[config.mk]
export PLATFORM = sky130hd
export DESIGN_NAME = tilemap_quad_vertex_generator_top
export DESIGN_NICKNAME = d
export VERILOG_FILES = /design/src/sv/tqvg_pkg.sv /design/src/sv/tilemap_quad_vertex_generator_top.sv
export SDC_FILE = /design/constraint.sdc
export NUM_CORES = 2
export LEC_CHECK = 0
export BUFFER_PORTS_ARGS = -buffer_cell sky130_fd_sc_hd__buf_2
export CORE_MARGIN = 10
export CORE_UTILIZATION = 50
export DETAILED_ROUTE_END_ITERATION = 10
export HOLD_SLACK_MARGIN = 0.03
export PLACE_DENSITY_LB_ADDON = 0.1
export SYNTH_ARGS = -nofsm -noshare
export SYNTH_HDL_FRONTEND = slang
export SYNTH_SLANG_ARGS = --single-unit
[constraint.sdc]
create_clock -name aclk -period 27.6 [get_ports aclk]
set_input_delay 1.38 -clock aclk [delete_from_list [all_inputs] [get_ports aclk]]
set_output_delay 1.38 -clock aclk [all_outputs]
set_load 0.01 [all_outputs]
[src/sv/tqvg_pkg.sv]
`default_nettype none

package tqvg_pkg;

    // field widths
    localparam int CELL_W  = 16;
    localparam int TILE_W  = 16;
    localparam int MAPW_W  = 11;
    localparam int TW_W    = 9;
    localparam int TEXW_W  = 15;
    localparam int X_W     = 19;
    localparam int Y_W     = 25;
    localparam int U_W     = 15;
    localparam int V_W     = 25;
    localparam int VTX_W   = 3;

    // divider geometry: one shared datapath width, two quotient bits per stage
    localparam int DIV_W          = 16;
    localparam int BITS_PER_STAGE = 2;
    localparam int DIV_STAGES     = DIV_W / BITS_PER_STAGE;
    localparam int COLS_CNT_W     = 4;

    // cells at or beyond this index are outside the map store
    localparam logic [CELL_W:0] MAX_CELLS = 17'd65536;

    // configuration register indexes
    localparam logic [1:0] REG_MAP_WIDTH     = 2'd0;
    localparam logic [1:0] REG_TILE_WIDTH    = 2'd1;
    localparam logic [1:0] REG_TILE_HEIGHT   = 2'd2;
    localparam logic [1:0] REG_TEXTURE_WIDTH = 2'd3;

    // reset values of the configuration registers
    localparam logic [MAPW_W-1:0] MAP_WIDTH_RST     = 11'd1;
    localparam logic [TW_W-1:0]   TILE_WIDTH_RST    = 9'd16;
    localparam logic [TW_W-1:0]   TILE_HEIGHT_RST   = 9'd16;
    localparam logic [TEXW_W-1:0] TEXTURE_WIDTH_RST = 15'd256;
    localparam logic [TEXW_W-1:0] COLS_RST          = 15'd16;

    // quad vertex order: two triangles
    typedef enum logic [VTX_W-1:0] {
        VTX_BL_A = 3'd0,
        VTX_TR_A = 3'd1,
        VTX_TL   = 3'd2,
        VTX_BL_B = 3'd3,
        VTX_BR   = 3'd4,
        VTX_TR_B = 3'd5
    } vertex_t;

    // one restoring division step: returns {quotient bit, new remainder}
    function automatic logic [DIV_W:0] div_step(
        input logic [DIV_W-1:0] rem,
        input logic             dbit,
        input logic [DIV_W-1:0] dsr
    );
        logic [DIV_W:0] t;
        logic [DIV_W:0] r;
        t = {rem, dbit};
        if (t >= {1'b0, dsr}) begin
            r = {1'b1, DIV_W'(t - {1'b0, dsr})};
        end else begin
            r = {1'b0, t[DIV_W-1:0]};
        end
        return r;
    endfunction

endpackage

`default_nettype wire

[src/sv/tilemap_quad_vertex_generator_top.sv]
`default_nettype none

// Tile map to quad vertex generator.
// Input words (s_cell_index, s_tile_number) describe one map cell each. An empty
// cell (tile 0) is consumed and produces nothing; any other tile produces six
// output words, the vertices of two triangles, vertex_number 0..5 with
// last_vertex set on vertex 5.
// Datapath: eight stages of a pipelined restoring divider (two quotient bits a
// stage, cell / map_width and (tile - 1) / tileset columns side by side), one
// multiply stage, and an output register that adds the tile extent on load
// and steps through the six vertices.
// The single output channel sets the pace: the whole pipeline holds while the
// output register holds a quad whose last vertex has not been taken, and
// otherwise empty cells pass at one per cycle.
// The tileset column count is found by an iterative divider after every
// configuration write; s_ready stays low after the last write until it is done.
// Reset clears all valid bits, loads the register defaults and the column
// count that matches them, so the block is ready the cycle after reset.
module tilemap_quad_vertex_generator_top (
    input  wire logic                         aclk,
    input  wire logic                         aresetn,
    // configuration
    input  wire logic                         cfg_wr_en,
    input  wire logic [1:0]                   cfg_addr,
    input  wire logic [tqvg_pkg::TEXW_W-1:0]  cfg_wdata,
    // cell input
    input  wire logic                         s_valid,
    output      logic                         s_ready,
    input  wire logic [tqvg_pkg::CELL_W-1:0]  s_cell_index,
    input  wire logic [tqvg_pkg::TILE_W-1:0]  s_tile_number,
    // vertex output
    output      logic                         m_valid,
    input  wire logic                         m_ready,
    output      logic [tqvg_pkg::X_W-1:0]     m_pos_x,
    output      logic [tqvg_pkg::Y_W-1:0]     m_pos_y,
    output      logic [tqvg_pkg::U_W-1:0]     m_tex_u,
    output      logic [tqvg_pkg::V_W-1:0]     m_tex_v,
    output      logic [tqvg_pkg::VTX_W-1:0]   m_vertex_number,
    output      logic                         m_last_vertex
);

    localparam int DW   = tqvg_pkg::DIV_W;
    localparam int NST  = tqvg_pkg::DIV_STAGES;

    // configuration registers
    logic [tqvg_pkg::MAPW_W-1:0] map_width_reg;
    logic [tqvg_pkg::TW_W-1:0]   tile_width_reg;
    logic [tqvg_pkg::TW_W-1:0]   tile_height_reg;
    logic [tqvg_pkg::TEXW_W-1:0] texture_width_reg;

    always_ff @(posedge aclk) begin
        if (!aresetn) begin
            map_width_reg     <= tqvg_pkg::MAP_WIDTH_RST;
            tile_width_reg    <= tqvg_pkg::TILE_WIDTH_RST;
            tile_height_reg   <= tqvg_pkg::TILE_HEIGHT_RST;
            texture_width_reg <= tqvg_pkg::TEXTURE_WIDTH_RST;
        end else if (cfg_wr_en) begin
            case (cfg_addr)
                tqvg_pkg::REG_MAP_WIDTH: begin
                    map_width_reg <= cfg_wdata[tqvg_pkg::MAPW_W-1:0];
                end
                tqvg_pkg::REG_TILE_WIDTH: begin
                    tile_width_reg <= cfg_wdata[tqvg_pkg::TW_W-1:0];
                end
                tqvg_pkg::REG_TILE_HEIGHT: begin
                    tile_height_reg <= cfg_wdata[tqvg_pkg::TW_W-1:0];
                end
                tqvg_pkg::REG_TEXTURE_WIDTH: begin
                    texture_width_reg <= cfg_wdata;
                end
                default: begin
                end
            endcase
        end
    end

    // tileset column count: texture_width / tile_width, one bit per cycle
    logic                             cols_busy_reg;
    logic [tqvg_pkg::COLS_CNT_W-1:0]  cols_cnt_reg;
    logic [DW-1:0]                    cols_rem_reg;
    logic [tqvg_pkg::TEXW_W-1:0]      cols_q_reg;
    logic [tqvg_pkg::TEXW_W-1:0]      cols_reg;
    logic [tqvg_pkg::COLS_CNT_W-1:0]  cols_bit_idx;
    logic [DW:0]                      cols_step;
    logic [tqvg_pkg::TEXW_W-1:0]      cols_q_next;
    logic                             cols_last;

    assign cols_bit_idx = tqvg_pkg::COLS_CNT_W'(tqvg_pkg::TEXW_W - 1) - cols_cnt_reg;
    assign cols_step    = tqvg_pkg::div_step(cols_rem_reg, texture_width_reg[cols_bit_idx],
                                             DW'(tile_width_reg));
    assign cols_q_next  = {cols_q_reg[tqvg_pkg::TEXW_W-2:0], cols_step[DW]};
    assign cols_last    = (cols_cnt_reg == tqvg_pkg::COLS_CNT_W'(tqvg_pkg::TEXW_W - 1));

    always_ff @(posedge aclk) begin
        if (!aresetn) begin
            cols_busy_reg <= 1'b0;
            cols_cnt_reg  <= '0;
            cols_rem_reg  <= '0;
            cols_q_reg    <= '0;
            cols_reg      <= tqvg_pkg::COLS_RST;
        end else if (cfg_wr_en) begin
            cols_busy_reg <= 1'b1;
            cols_cnt_reg  <= '0;
            cols_rem_reg  <= '0;
            cols_q_reg    <= '0;
        end else if (cols_busy_reg) begin
            cols_rem_reg <= cols_step[DW-1:0];
            cols_q_reg   <= cols_q_next;
            cols_cnt_reg <= cols_cnt_reg + 1'b1;
            if (cols_last) begin
                cols_busy_reg <= 1'b0;
                cols_reg      <= (tile_width_reg == '0) ? '0 : cols_q_next;
            end
        end
    end

    // divisors for the cell pipeline
    logic [DW-1:0] mw_div;
    logic [DW-1:0] cols_div;
    logic          cols_zero;

    assign mw_div    = (map_width_reg == '0) ? DW'(1) : DW'(map_width_reg);
    assign cols_div  = DW'(cols_reg);
    assign cols_zero = (cols_reg == '0);

    // pipeline advance: the output register is free or hands over its last vertex
    logic                         ser_valid_reg;
    logic [tqvg_pkg::VTX_W-1:0]   vtx_cnt_reg;
    logic                         adv;

    assign adv     = !ser_valid_reg || (m_ready && vtx_cnt_reg == tqvg_pkg::VTX_TR_B);
    assign s_ready = adv && !cols_busy_reg;

    // empty cells and cells outside the map store are dropped at entry
    logic in_live;
    assign in_live = s_valid && s_ready && (s_tile_number != '0)
                     && ({1'b0, s_cell_index} < tqvg_pkg::MAX_CELLS);

    // divider stages: a = cell / map_width, b = (tile - 1) / columns
    logic [NST-1:0] dv_valid_reg;
    logic [DW-1:0]  dq_a_reg  [NST];
    logic [DW-1:0]  rem_a_reg [NST];
    logic [DW-1:0]  dq_b_reg  [NST];
    logic [DW-1:0]  rem_b_reg [NST];

    for (genvar k = 0; k < NST; k++) begin : g_div
        logic          v_in;
        logic [DW-1:0] a_dq_in, a_rem_in, b_dq_in, b_rem_in;
        logic [DW-1:0] a_dq, a_rem, b_dq, b_rem;
        logic [DW:0]   sa, sb;

        if (k == 0) begin : g_src_in
            assign v_in     = in_live;
            assign a_dq_in  = s_cell_index;
            assign a_rem_in = '0;
            assign b_dq_in  = s_tile_number - 1'b1;
            assign b_rem_in = '0;
        end else begin : g_src_prev
            assign v_in     = dv_valid_reg[k-1];
            assign a_dq_in  = dq_a_reg[k-1];
            assign a_rem_in = rem_a_reg[k-1];
            assign b_dq_in  = dq_b_reg[k-1];
            assign b_rem_in = rem_b_reg[k-1];
        end

        // quotient bits shift in at the bottom as dividend bits leave the top
        always_comb begin
            a_dq  = a_dq_in;
            a_rem = a_rem_in;
            b_dq  = b_dq_in;
            b_rem = b_rem_in;
            sa    = '0;
            sb    = '0;
            for (int i = 0; i < tqvg_pkg::BITS_PER_STAGE; i++) begin
                sa    = tqvg_pkg::div_step(a_rem, a_dq[DW-1], mw_div);
                a_dq  = {a_dq[DW-2:0], sa[DW]};
                a_rem = sa[DW-1:0];
                sb    = tqvg_pkg::div_step(b_rem, b_dq[DW-1], cols_div);
                b_dq  = {b_dq[DW-2:0], sb[DW]};
                b_rem = sb[DW-1:0];
            end
        end

        always_ff @(posedge aclk) begin
            if (!aresetn) begin
                dv_valid_reg[k] <= 1'b0;
            end else if (adv) begin
                dv_valid_reg[k] <= v_in;
            end
        end

        always_ff @(posedge aclk) begin
            if (adv) begin
                dq_a_reg[k]  <= a_dq;
                rem_a_reg[k] <= a_rem;
                dq_b_reg[k]  <= b_dq;
                rem_b_reg[k] <= b_rem;
            end
        end
    end

    // multiply stage: corner coordinates
    logic                 mul_valid_reg;
    logic [tqvg_pkg::X_W-1:0] mul_x_reg;
    logic [tqvg_pkg::Y_W-1:0] mul_y_reg;
    logic [tqvg_pkg::U_W-1:0] mul_u_reg;
    logic [tqvg_pkg::V_W-1:0] mul_v_reg;

    logic [tqvg_pkg::MAPW_W+tqvg_pkg::TW_W-1:0] prod_x;
    logic [DW+tqvg_pkg::TW_W-1:0]               prod_y;
    logic [tqvg_pkg::TEXW_W+tqvg_pkg::TW_W-1:0] prod_u;
    logic [DW+tqvg_pkg::TW_W-1:0]               prod_v;

    assign prod_x = rem_a_reg[NST-1][tqvg_pkg::MAPW_W-1:0] * tile_width_reg;
    assign prod_y = dq_a_reg[NST-1] * tile_height_reg;
    assign prod_u = rem_b_reg[NST-1][tqvg_pkg::TEXW_W-1:0] * tile_width_reg;
    assign prod_v = dq_b_reg[NST-1] * tile_height_reg;

    always_ff @(posedge aclk) begin
        if (!aresetn) begin
            mul_valid_reg <= 1'b0;
        end else if (adv) begin
            mul_valid_reg <= dv_valid_reg[NST-1];
        end
    end

    always_ff @(posedge aclk) begin
        if (adv) begin
            mul_x_reg <= prod_x[tqvg_pkg::X_W-1:0];
            mul_y_reg <= prod_y[tqvg_pkg::Y_W-1:0];
            mul_u_reg <= prod_u[tqvg_pkg::U_W-1:0];
            mul_v_reg <= prod_v[tqvg_pkg::V_W-1:0];
        end
    end

    // output register: both corners of the quad, vertex counter
    logic [tqvg_pkg::X_W-1:0] ser_x_reg, ser_xw_reg;
    logic [tqvg_pkg::Y_W-1:0] ser_y_reg, ser_yh_reg;
    logic [tqvg_pkg::U_W-1:0] ser_u_reg, ser_uw_reg;
    logic [tqvg_pkg::V_W-1:0] ser_v_reg, ser_vh_reg;

    always_ff @(posedge aclk) begin
        if (!aresetn) begin
            ser_valid_reg <= 1'b0;
            vtx_cnt_reg   <= '0;
        end else if (adv) begin
            ser_valid_reg <= mul_valid_reg;
            vtx_cnt_reg   <= '0;
        end else if (m_ready) begin
            vtx_cnt_reg <= vtx_cnt_reg + 1'b1;
        end
    end

    always_ff @(posedge aclk) begin
        if (adv) begin
            ser_x_reg  <= mul_x_reg;
            ser_xw_reg <= mul_x_reg + tqvg_pkg::X_W'(tile_width_reg);
            ser_y_reg  <= mul_y_reg;
            ser_yh_reg <= mul_y_reg + tqvg_pkg::Y_W'(tile_height_reg);
            if (cols_zero) begin
                ser_u_reg  <= '0;
                ser_uw_reg <= '0;
                ser_v_reg  <= '0;
                ser_vh_reg <= '0;
            end else begin
                ser_u_reg  <= mul_u_reg;
                ser_uw_reg <= mul_u_reg + tqvg_pkg::U_W'(tile_width_reg);
                ser_v_reg  <= mul_v_reg;
                ser_vh_reg <= mul_v_reg + tqvg_pkg::V_W'(tile_height_reg);
            end
        end
    end

    // corner select for the current vertex
    always_comb begin
        case (vtx_cnt_reg)
            tqvg_pkg::VTX_BL_A, tqvg_pkg::VTX_BL_B: begin
                m_pos_x = ser_x_reg;
                m_pos_y = ser_yh_reg;
                m_tex_u = ser_u_reg;
                m_tex_v = ser_vh_reg;
            end
            tqvg_pkg::VTX_TR_A, tqvg_pkg::VTX_TR_B: begin
                m_pos_x = ser_xw_reg;
                m_pos_y = ser_y_reg;
                m_tex_u = ser_uw_reg;
                m_tex_v = ser_v_reg;
            end
            tqvg_pkg::VTX_BR: begin
                m_pos_x = ser_xw_reg;
                m_pos_y = ser_yh_reg;
                m_tex_u = ser_uw_reg;
                m_tex_v = ser_vh_reg;
            end
            default: begin
                m_pos_x = ser_x_reg;
                m_pos_y = ser_y_reg;
                m_tex_u = ser_u_reg;
                m_tex_v = ser_v_reg;
            end
        endcase
    end

    assign m_valid         = ser_valid_reg;
    assign m_vertex_number = vtx_cnt_reg;
    assign m_last_vertex   = (vtx_cnt_reg == tqvg_pkg::VTX_TR_B);

    // vertex counter steps by one within a quad
    a_vtx_step: assert property (@(posedge aclk) disable iff (!aresetn)
        (m_valid && m_ready && !m_last_vertex)
        |=> (m_valid && m_vertex_number == $past(m_vertex_number) + 3'd1))
        else $error("vertex counter skipped or lost its word");

    // a new quad always starts at vertex 0
    a_quad_start: assert property (@(posedge aclk) disable iff (!aresetn)
        (m_valid && m_ready && m_last_vertex) |=> (!m_valid || m_vertex_number == '0))
        else $error("quad did not restart at vertex 0");

    // a stalled quad holds the pipeline behind it
    a_hold: assert property (@(posedge aclk) disable iff (!aresetn)
        (m_valid && !(m_ready && m_last_vertex)) |=> ($stable(mul_valid_reg)
        && $stable(dv_valid_reg)))
        else $error("pipeline moved while the output quad was in flight");

    // no cell is taken while the column count is being recomputed
    a_cols_block: assert property (@(posedge aclk) disable iff (!aresetn)
        cfg_wr_en |=> (cols_busy_reg && !s_ready))
        else $error("input taken while column count is stale");

endmodule

`default_nettype wire

==> out/results.tsv <==
stage	metric	value	unit
finish	drive_gt1_frac	0.1125	
timing	finalCritPeriodShare	0.2669	
routing	wl	159300	um
routing	detail_route.vias_per_cell	5.522	
routing	dr_wl_met2	73400	um
global_route	grt_max_degree	113	
placement	dpl.cell_count	8387	
logic_synthesis	synth_simple_gate_area_share	0.1394	
min_path	hold_path_class	flip-flop to flip-flop	
critical_path	cpPeakStageDelay	0.95	ns
clock_tree	clkSlewWorstSetupHoldPaths	0.07	ns
job	drv_cap	0	
routing	top_layer	met5	
routing	drt_iter0_drc	2913	
logic_synthesis	async_flop_share	0	
critical_path	path_cells	ha_1 -> nor2b_1 -> o21ai_0 -> a21boi_0 -> o21a_1 -> a221oi_2 -> o21ai_0 -> o21ai_2 -> inv_1 -> o21ai_0 -> inv_1 -> ha_1 -> nor2b_1 -> o21ai_0 -> a21boi_1 -> o21bai_1 -> a21boi_1 -> o21ai_0 -> nand2b_1 -> a221o_1 -> a211o_1 -> a2111oi_4 -> mux2_2	
timing	finalMaxSlewViolations	0	
critical_path	worstSetupPathType	flip-flop to flip-flop	
timing	fin_ws	20.23	ns
pwr	max-vdd-ir-drop	0.1138	mV
global_route	overflow	0	
timing	setup_tns	0	ns
global_route	antenna_found_initial	14	
finish	final_nets	7714	
routing	met3_length	7370	um
global_route	grt_pass1_vias	48020	
routing	drc_errors	0	
die	fp.dieArea	150700	um^2
critical_path	crit_path_start_kind	flip-flop	
timing	whs	0.3996	ns
logic_synthesis	ys_warn_count	0	
routing	firstDrtPassIters	5	
die	die_w	388.2	um
finish	syn_to_final_growth	9.217	%
placement	dpl.hpwl	117700	um
clock_tree	clockRootBuffer	clkbuf_16	
die	num_rows	135	
logic_synthesis	synthCells	6574	
logic_synthesis	synth_edf_count	758	
placement	portBuffers	143	
critical_path	r2r_setup_slack	20.23	ns
critical_path	cp_slowest_cell	a2111oi_4	
logic_synthesis	synth_top_family_by_area	adder cells	
clock_tree	clockBufferDepth	3	
critical_path	worst-endpoint-required	28.03	ns
timing	skew	0.02908	ns
finish	layout_common_cells	edfxtp_1 (758), nand2_1 (656), ha_1 (598)	
logic_synthesis	yosysTopAreaCellShare	0.3358	
critical_path	cp.arrival	7.80	ns
logic_synthesis	synth.area.top_cells	edfxtp_1 (34%), ha_1 (11%), fa_1 (11%), mux2_2 (5.0%), xnor2_1 (4.4%)	
timing	setup_viol	0	
logic_synthesis	synth_cell_types	97	
pwr	powerDensity	122.8	nW/um^2
logic_synthesis	synth_mux_area_frac	0.06058	
routing	wl_met1	74830	um
die	initial_utilization	0.5017	
clock_tree	clock_sinks	865	
logic_synthesis	synth_area	67790	um^2
die	coreArea	135100	um^2
clock_tree	numCtsBuffers	98	
finish	n_fill_cell	11980	
global_route	grt_use_total	0.2099	
timing	rsz0062_at_grt	no	
logic_synthesis	synth_flop_cell	edfxtp_1	
placement	globalplace.congestion	0.8825	
global_route	grt_pass1_wl	258600	um
timing	fmax	135.8	MHz
critical_path	worst_path_most_repeated_cell	o21ai_0	
routing	routedWlPerCell	18.58	um
finish	final_common_cell	edfxtp_1	
logic_synthesis	syn-num-nets	7582	
logic_synthesis	synth_xor_xnor_area_share	0.06318	
routing	route.vias.total	47340	
clock_tree	cts_setup_buffers	0	
routing	final_antenna_net_count	0	
status	status	finished, final reports clean	
die	ios	144	
clock_tree	ctsHtreeMaxLevel	3	
logic_synthesis	syn_avg_cell_area	10.31	um^2
pwr	p_leak	31.23	nW
logic_synthesis	synth_top_area_cell	edfxtp_1	
placement	dpl_worst_slack	19.85	ns
timing	period_needed	7.366	ns
die	die_h	388.2	um
clock_tree	cts-hold-fix-buffers	0	
logic_synthesis	synth-adder-area-share	0.2155	
clock_tree	clk-insertion-delay-late	0.70	ns
logic_synthesis	yosys_register_bits	865	
timing	worst_pin_slew	1.223	ns
logic_synthesis	synth_compound_area_frac	0.1114	
clock_tree	cts.repair.resized	0	
timing	hold_violations	0	
finish	fin_cells	8573	
placement	dpl_cell_area	70650	um^2
critical_path	crit_fanout	19	
finish	final_area	74040	um^2
critical_path	crit_path_end_kind	flip-flop	
timing	slew_headroom	0.1811	
clock_tree	cts_tree	built	
logic_synthesis	synth-seq-area-share	0.3674	
metal layers:
layer / vias to the layer above / track usage
met5: - / 0
met4: 8 / 0.05113
met3: 201 / 0.03020
met2: 885 / 0.3464
met1: 22930 / 0.2904
li1: 23320 / -
power by group:
part | switching [mW] | total [mW] | leakage, nW | internal, mW
sequential | 0.288 | 2.38 | 8.91 | 2.10
clock | 0.545 | 1.37 | 1.62 | 0.830
combinational | 2.81 | 5.33 | 20.7 | 2.52
total | 3.64 | 9.09 | 31.2 | 5.45
Yosys cell counts, drive strengths merged, types with 72 or more instances:
master / instances
a21o: 157
edfxtp: 758
nor2b: 110
xnor2: 341
o21ai: 291
nand3: 85
and2: 260
mux2: 304
fa: 356
nand2: 656
dfxtp: 107
inv: 572
ha: 598
nor2: 407
a21oi: 369
nand4: 72
clkbuf: 151
nor3: 111
xor2: 148
worst max-delay path: cells and delay by family, from the launching register on:
kind / cells / cell delay [ns]
muxes: 1 / 0.42
and+or+nand+nor: 3 / 0.39
adders and majority gates: 2 / 0.61
DFF: 1 / 0.43
buffers and inverters: 2 / 0.38
AOI/OAI and AO/OA: 15 / 4.83
through the flow:
step / util / power [mW]
after floorplan: - / 6.545
after global placement: 0.5228 / 7.620
after detailed placement: 0.5228 / 7.696
after CTS: 0.5478 / 9.138
after global routing: 0.5478 / 9.901
final: 0.5479 / 9.089
cell type report:
| type | count | area [um^2] | share of cell area |
|---|---|---|---|
| inverter | 574 | 2163 | 0.02922 |
| clock inverter | 63 | 820.8 | 0.01109 |
| timing repair buffer | 217 | 1271 | 0.01717 |
| antenna | 7 | 17.52 | 0.0002366 |
| clock buffer | 116 | 2551 | 0.03446 |
| multi-input combinational | 4950 | 40080 | 0.5413 |
| tap | 1781 | 2228 | 0.03010 |
| sequential | 865 | 24910 | 0.3364 |
worst paths after layout:
path | start | end | depth (start not counted)
worst max-delay path | rem_b_reg[1][32]$_DFFE_PN_ | rem_b_reg[1][51]$_DFFE_PN_ | 23
worst min-delay path | dq_a_reg[1][9]$_DFFE_PN_ | dq_a_reg[1][27]$_DFFE_PN_ | 0
worst min register to register | dq_a_reg[1][9]$_DFFE_PN_ | dq_a_reg[1][27]$_DFFE_PN_ | 0
worst max register to register | rem_b_reg[1][32]$_DFFE_PN_ | rem_b_reg[1][51]$_DFFE_PN_ | 23
kinds of logic (layout without fill, tap and decap cells):
logic type      Yosys count  in the layout
flops                   865            865
buf+inv                 759            970
compound gates         1197           1197
simple gates           1943           1943
xor+xnor                489            489
other cells               0              7
mux                     367            367
fa+ha+maj               954            954
(Power assumes the default switching activity.)
